$ cat config.mk
export PLATFORM = sky130hd
export DESIGN_NAME = tcce_ctrl
export DESIGN_NICKNAME = d
export VERILOG_FILES = /design/src/sv/tcce_pkg.sv /design/src/sv/tcce_ctrl.sv
export SDC_FILE = /design/constraint.sdc
export NUM_CORES = 1
export LEC_CHECK = 0
export BUFFER_PORTS_ARGS = -buffer_cell sky130_fd_sc_hd__clkbuf_2
export CORE_UTILIZATION = 56
export DETAILED_ROUTE_END_ITERATION = 10
export PLACE_DENSITY_LB_ADDON = 0.2
export SLEW_MARGIN = 25
export SYNTH_ARGS = -nofsm -noshare
export SYNTH_HDL_FRONTEND = slang
export SYNTH_SLANG_ARGS = --single-unit
$ cat constraint.sdc
create_clock -name clk_i -period 4.9 [get_ports clk_i]
set_clock_uncertainty 0.05 [all_clocks]
set_input_delay 0.49 -clock clk_i [delete_from_list [all_inputs] [get_ports clk_i]]
set_output_delay 0.49 -clock clk_i [all_outputs]
set_load 0.01 [all_outputs]
$ cat src/sv/tcce_pkg.sv
// Shared types and constants for the text console cursor engine.
// Used by tcce_ctrl, tcce_dp and text_console_cursor_engine_top. No dependencies.
package tcce_pkg;

  localparam int DefTextRows = 30;
  localparam int DefTextCols = 40;

  localparam int KindW  = 3;
  localparam int ByteW  = 8;
  localparam int ColW   = 6;
  localparam int RowW   = 5;
  localparam int ReqW   = 2;
  localparam int ModeW  = 2;
  localparam int DataW  = 32;
  localparam int PaddrW = 3;

  localparam logic [ModeW-1:0] MODE_SERIAL  = 2'd0;
  localparam logic [ModeW-1:0] MODE_DISPLAY = 2'd1;
  localparam logic [ModeW-1:0] MODE_MIRROR  = 2'd2;

  localparam logic [PaddrW-3:0] REG_OUTPUT_MODE = 1'b0;

  localparam logic [ByteW-1:0] CH_BS         = 8'd8;
  localparam logic [ByteW-1:0] CH_LF         = 8'd10;
  localparam logic [ByteW-1:0] CH_CR         = 8'd13;
  localparam logic [ByteW-1:0] CH_SPACE      = 8'd32;
  localparam logic [ByteW-1:0] CH_QMARK      = 8'd63;
  localparam logic [ByteW-1:0] CH_FIRST_PRNT = 8'd32;
  localparam logic [ByteW-1:0] CH_LAST_PRNT  = 8'd126;

  typedef enum logic [ReqW-1:0] {
    REQ_PUT   = 2'd0,
    REQ_CLEAR = 2'd1,
    REQ_READ  = 2'd2
  } req_type_e;

  typedef enum logic [KindW-1:0] {
    EVT_SERIAL = 3'd0,
    EVT_DRAW   = 3'd1,
    EVT_SCROLL = 3'd2,
    EVT_CLEAR  = 3'd3,
    EVT_READ   = 3'd4
  } evt_kind_e;

  typedef struct packed {
    logic      accept;
    logic      fill_step;
    logic      fill_zero;
    logic      draw_wr;
    logic      mem_rd;
    logic      load_out;
    evt_kind_e out_kind;
    logic      out_last;
  } tcce_cmd_t;

  typedef struct packed {
    logic in_valid;
    logic do_serial;
    logic do_draw;
    logic do_scroll;
    logic do_clear;
    logic clear_evt;
    logic do_read;
    logic row_end;
    logic last_row;
    logic out_free;
  } tcce_sts_t;

endpackage

$ cat src/sv/tcce_ctrl.sv
// Sequencing state machine for the text console cursor engine.
// Depends on tcce_pkg; drives tcce_dp through tcce_cmd_t and reads tcce_sts_t.
module tcce_ctrl (
  input  logic               clk_i,
  input  logic               rst_ni,
  input  tcce_pkg::tcce_sts_t sts_i,
  output tcce_pkg::tcce_cmd_t cmd_o,
  output logic               in_ready_o
);

  typedef enum logic [9:0] {
    ST_INIT       = 10'b00_0000_0001,
    ST_IDLE       = 10'b00_0000_0010,
    ST_SERIAL     = 10'b00_0000_0100,
    ST_DRAW       = 10'b00_0000_1000,
    ST_FILL       = 10'b00_0001_0000,
    ST_SCROLL_EV  = 10'b00_0010_0000,
    ST_CLEAR_FILL = 10'b00_0100_0000,
    ST_CLEAR_EV   = 10'b00_1000_0000,
    ST_READ_MEM   = 10'b01_0000_0000,
    ST_READ_EV    = 10'b10_0000_0000
  } state_e;

  state_e state_q, state_d;
  logic   draw_q, draw_d;
  logic   scroll_q, scroll_d;
  logic   clr_evt_q, clr_evt_d;

  always_ff @(posedge clk_i or negedge rst_ni) begin
    if (!rst_ni) begin
      state_q   <= ST_INIT;
      draw_q    <= 1'b0;
      scroll_q  <= 1'b0;
      clr_evt_q <= 1'b0;
    end else begin
      state_q   <= state_d;
      draw_q    <= draw_d;
      scroll_q  <= scroll_d;
      clr_evt_q <= clr_evt_d;
    end
  end

  always_comb begin
    state_d    = state_q;
    draw_d     = draw_q;
    scroll_d   = scroll_q;
    clr_evt_d  = clr_evt_q;
    cmd_o      = '0;
    cmd_o.out_kind = tcce_pkg::EVT_SERIAL;
    in_ready_o = 1'b0;
    case (state_q)
      ST_INIT: begin
        cmd_o.fill_step = 1'b1;
        cmd_o.fill_zero = 1'b1;
        if (sts_i.row_end && sts_i.last_row) begin
          state_d = ST_IDLE;
        end
      end
      ST_IDLE: begin
        in_ready_o = 1'b1;
        if (sts_i.in_valid) begin
          cmd_o.accept = 1'b1;
          draw_d    = sts_i.do_draw;
          scroll_d  = sts_i.do_scroll;
          clr_evt_d = sts_i.clear_evt;
          if (sts_i.do_serial) begin
            state_d = ST_SERIAL;
          end else if (sts_i.do_draw) begin
            state_d = ST_DRAW;
          end else if (sts_i.do_scroll) begin
            state_d = ST_FILL;
          end else if (sts_i.do_clear) begin
            state_d = ST_CLEAR_FILL;
          end else if (sts_i.do_read) begin
            state_d = ST_READ_MEM;
          end
        end
      end
      ST_SERIAL: begin
        if (sts_i.out_free) begin
          cmd_o.load_out = 1'b1;
          cmd_o.out_kind = tcce_pkg::EVT_SERIAL;
          cmd_o.out_last = !draw_q && !scroll_q;
          if (draw_q) begin
            state_d = ST_DRAW;
          end else if (scroll_q) begin
            state_d = ST_FILL;
          end else begin
            state_d = ST_IDLE;
          end
        end
      end
      ST_DRAW: begin
        if (sts_i.out_free) begin
          cmd_o.draw_wr  = 1'b1;
          cmd_o.load_out = 1'b1;
          cmd_o.out_kind = tcce_pkg::EVT_DRAW;
          cmd_o.out_last = !scroll_q;
          state_d = scroll_q ? ST_FILL : ST_IDLE;
        end
      end
      ST_FILL: begin
        cmd_o.fill_step = 1'b1;
        if (sts_i.row_end) begin
          state_d = ST_SCROLL_EV;
        end
      end
      ST_SCROLL_EV: begin
        if (sts_i.out_free) begin
          cmd_o.load_out = 1'b1;
          cmd_o.out_kind = tcce_pkg::EVT_SCROLL;
          cmd_o.out_last = 1'b1;
          state_d = ST_IDLE;
        end
      end
      ST_CLEAR_FILL: begin
        cmd_o.fill_step = 1'b1;
        if (sts_i.row_end && sts_i.last_row) begin
          state_d = clr_evt_q ? ST_CLEAR_EV : ST_IDLE;
        end
      end
      ST_CLEAR_EV: begin
        if (sts_i.out_free) begin
          cmd_o.load_out = 1'b1;
          cmd_o.out_kind = tcce_pkg::EVT_CLEAR;
          cmd_o.out_last = 1'b1;
          state_d = ST_IDLE;
        end
      end
      ST_READ_MEM: begin
        cmd_o.mem_rd = 1'b1;
        state_d = ST_READ_EV;
      end
      ST_READ_EV: begin
        if (sts_i.out_free) begin
          cmd_o.load_out = 1'b1;
          cmd_o.out_kind = tcce_pkg::EVT_READ;
          cmd_o.out_last = 1'b1;
          state_d = ST_IDLE;
        end
      end
      default: begin
        state_d = ST_IDLE;
      end
    endcase
  end

endmodule

==> results by group <==
Floorplan
  • Die ar.: 0.001949 mm^2
  • Initial Util: 63.10%
  • Core Region: 0.001577 mm^2
  • Die Y: 44.15 um
  • Rows: 14
  • Ports: 23
  • Chip Width: 44.15 um

Synthesis
  • Main combinational cell family by area after synthesis: simple AND/OR/NAND/NOR gates
  • Yosys reg bits: 13
  • EDFF count, synth: 0
  • Syn nets: 117
  • Compound-cell area share of the yosys netlist: 18.99%
  • Register area share after synthesis: 32.83%
  • Post-synthesis simple-gate area fraction: 30.19%
  • Post-Synthesis Cells: 105
  • Yosys warns: 0
  • Synth unique cells: 48
  • Most used flip-flop cell after synthesis: dfrtp_1
  • Cell area after synthesis: 994.7 um^2
  • Syn_area_per_cell: 9.473 um^2
  • Share of synthesized registers carrying an async set or reset: 100.0%
  • Synth Area in Adders: 0%
  • Multiplexer share of the synthesized area: 7.925%
  • XOR/XNOR Fraction of Synth Area: 3.522%

GRT
  • Grt peak-use layer: met2
  • Initial antenna violation count: 0
  • Total GRT Usage: 25.56%
  • First-pass GRT wire length: 3663 um
  • Largest net degree at the start of global routing: 14
  • Vias in the first global route: 847
  • Met1 global-route usage: 33.42%
  • Grt ovf: 0
  • Met2 global-route usage: 40.59%
  • Global-route track usage on met3: 2.449%

STA
  • Tcrit/Tclk final: 54.10%
  • Final setup vio count: 0
  • Fin. Hold Viols: 0
  • Tmin final: 2651 ps
  • Final Max Slew Viols: 0
  • Final worst setup slack: 2249 ps
  • Max_slew headroom: 72.43%
  • RSZ-0062 raised after global routing: no
  • Sum of negative setup slack: 0 ps
  • Hold_ws: 36.44 ps
  • Measured slew at the worst slew-check pin: 409.8 ps
  • FMAX: 377.2 MHz

Worst setup path
  • Crit-path max FO: 11
  • Worst-path cell chain: nor4_4, nand3_1, or3_1, a21oi_1, clkbuf_2
  • CP peak stage delay: 530 ps
  • WP data arrival: 2110 ps
  • Slowest CP cell: dfrtp_1
  • Crit path required time: 4360 ps
  • Endpoint type of the worst setup path: primary output
  • Critical path buffer and inverter count: 1
  • WS Path Type: reg -> out
  • Crit-path leading delay family: simple AND/OR/NAND/NOR gates
  • CP Launch Type: flip-flop

Clock tree
  • Resize count post-CTS: 0
  • Clk pin slew, worst setup/hold paths: 80 ps
  • Root buffer cell: clkbuf_4
  • Clk buf depth: 2
  • Clock sink count: 13
  • TritonCTS buffer count: 3
  • # Post-CTS Setup Buffers: 0
  • Post-cts hold buffer count: 0
  • Worst skew pair latency: 280 ps
  • H-tree Lvls: 1
  • CTS tree: yes

Power and ir drop
  • Worst vdd ir: 0.2812 mV
  • Pleak: 0.5133 nW
  • Total power: 573.5 uW
  • PD cells: 520.3 mW/mm^2

Detailed routing
  • DR WL/cell: 15.51 um
  • TritonRoute pass-1 iters: 9
  • Drt drc: 1
  • DRT iter0 DRCs: 47
  • Total Wirelength: 2171 um
  • Via density: 6.443
  • DR vias: 902
  • Remaining antenna violation count: 0

Outcome
  • Failing checks: DRC
  • Run status: finished with violations

Cells and area
  • Share of layout cells above drive strength 1: 32.26%
  • Ant. Diodes: 0
  • Multi-input gate area: 603.1 um^2
  • FILL cells: 132
  • Register area: 326.6 um^2
  • P&R area growth vs syn: 10.82%
  • Fin cells: 140
  • Final core utilization: 69.92%
  • Final nets: 137
  • Final Cell Area: 0.001102 mm^2

Placed design
  • Placed Area: 0.001075 mm^2
  • Dpl hpwl: 1707 um
  • Place WS: 2574 ps
  • Placed instance count: 136
  • Routability cong.: 0.8537
  • IO buf count: 22

Hold path
  • Worst hold path class: in -> async

Run
  • Max Cap Viol: 0
cell usage after synthesis, types with 2 or more instances:
master / n / area [um^2]
a21oi_1: 2 / 10.01
and2_1: 3 / 18.77
and3_1: 4 / 25.02
and4_1: 2 / 17.52
buf_2: 4 / 20.02
buf_6: 2 / 22.52
dfrtp_1: 12 / 300.3
inv_1: 4 / 15.01
mux2_2: 7 / 78.83
nand2_1: 5 / 18.77
nand3_1: 3 / 15.01
nor2_1: 7 / 26.28
nor2b_1: 3 / 18.77
nor3_1: 5 / 25.02
nor3b_1: 2 / 15.01
nor4_4: 2 / 42.54
o211ai_1: 2 / 15.01
o21ai_0: 4 / 20.02
xnor2_1: 2 / 17.52
xor2_1: 2 / 17.52
power by group:
part / internal, mW / switching, mW / total [mW]
logic: 0.146 / 0.175 / 0.321
clock network: 0.0303 / 0.0356 / 0.0659
registers: 0.136 / 0.0497 / 0.186
final timing paths:
kind,endpoint,slack (ps),cells past startpoint,from
max,cmd_o[0],2250,5,state_q[6]
min,state_q[4],40,1,rst_ni
max reg2reg,state_q[3],2760,6,state_q[9]
min reg2reg,draw_q,500,1,draw_q
max in group asynchronous,state_q[0],4480,1,rst_ni
min in group clk_i,clr_evt_q,390,2,sts_i[4]
layout make-up:
cell class | instances | area share, %
Multi-Input combinational cell | 81 | 54.71
Sequential cell | 13 | 29.63
Timing Repair Buffer | 22 | 9.989
Clock buffer | 3 | 2.043
Tap cell | 16 | 1.816
Inverter | 4 | 1.362
Clock inverter | 1 | 0.4540
flip-flops by register name, summed over array words and instances, names as in the netlist:
| register | flops |
|---|---|
| state_q | 10 |
| clr_evt_q | 1 |
| draw_q | 1 |
| scroll_q | 1 |
kinds of logic after synthesis:
group,Yosys count
DFF,13
muxes,7
AOI/OAI and AO/OA,24
xor gates and xnor gates,4
buffers and inverters,11
and+or+nand+nor,46
layer usage:
metal	part of all wire (%)	up-vias
met5	0	-
met4	0.78	0
met3	4.1	4
met2	48	36
met1	47	427
li1	-	435
cell usage in the layout, fill, tap and decap left out, types with 2 or more instances in the layout:
cell,netlist,final
nor2_1,7,7
and3_1,4,4
clkbuf_2,0,22
and2_1,3,3
o211ai_1,2,2
nor4_4,2,2
dfrtp_1,12,12
xor2_1,2,2
nor2b_1,3,3
clkbuf_4,0,3
o21ai_0,4,4
xnor2_1,2,2
inv_1,4,4
nor3b_1,2,2
nand2_1,5,5
mux2_2,7,7
nor3_1,5,5
and4_1,2,2
a21oi_1,2,2
nand3_1,3,3
worst register-to-register path, delay by kind of cell, from the launching register on:
family,cells,cell delay (ps)
compound gates,1,150
buf+inv,1,160
flops,1,490
mux,1,380
simple gates,3,800
Note: power is estimated with default switching activity, not from simulation.
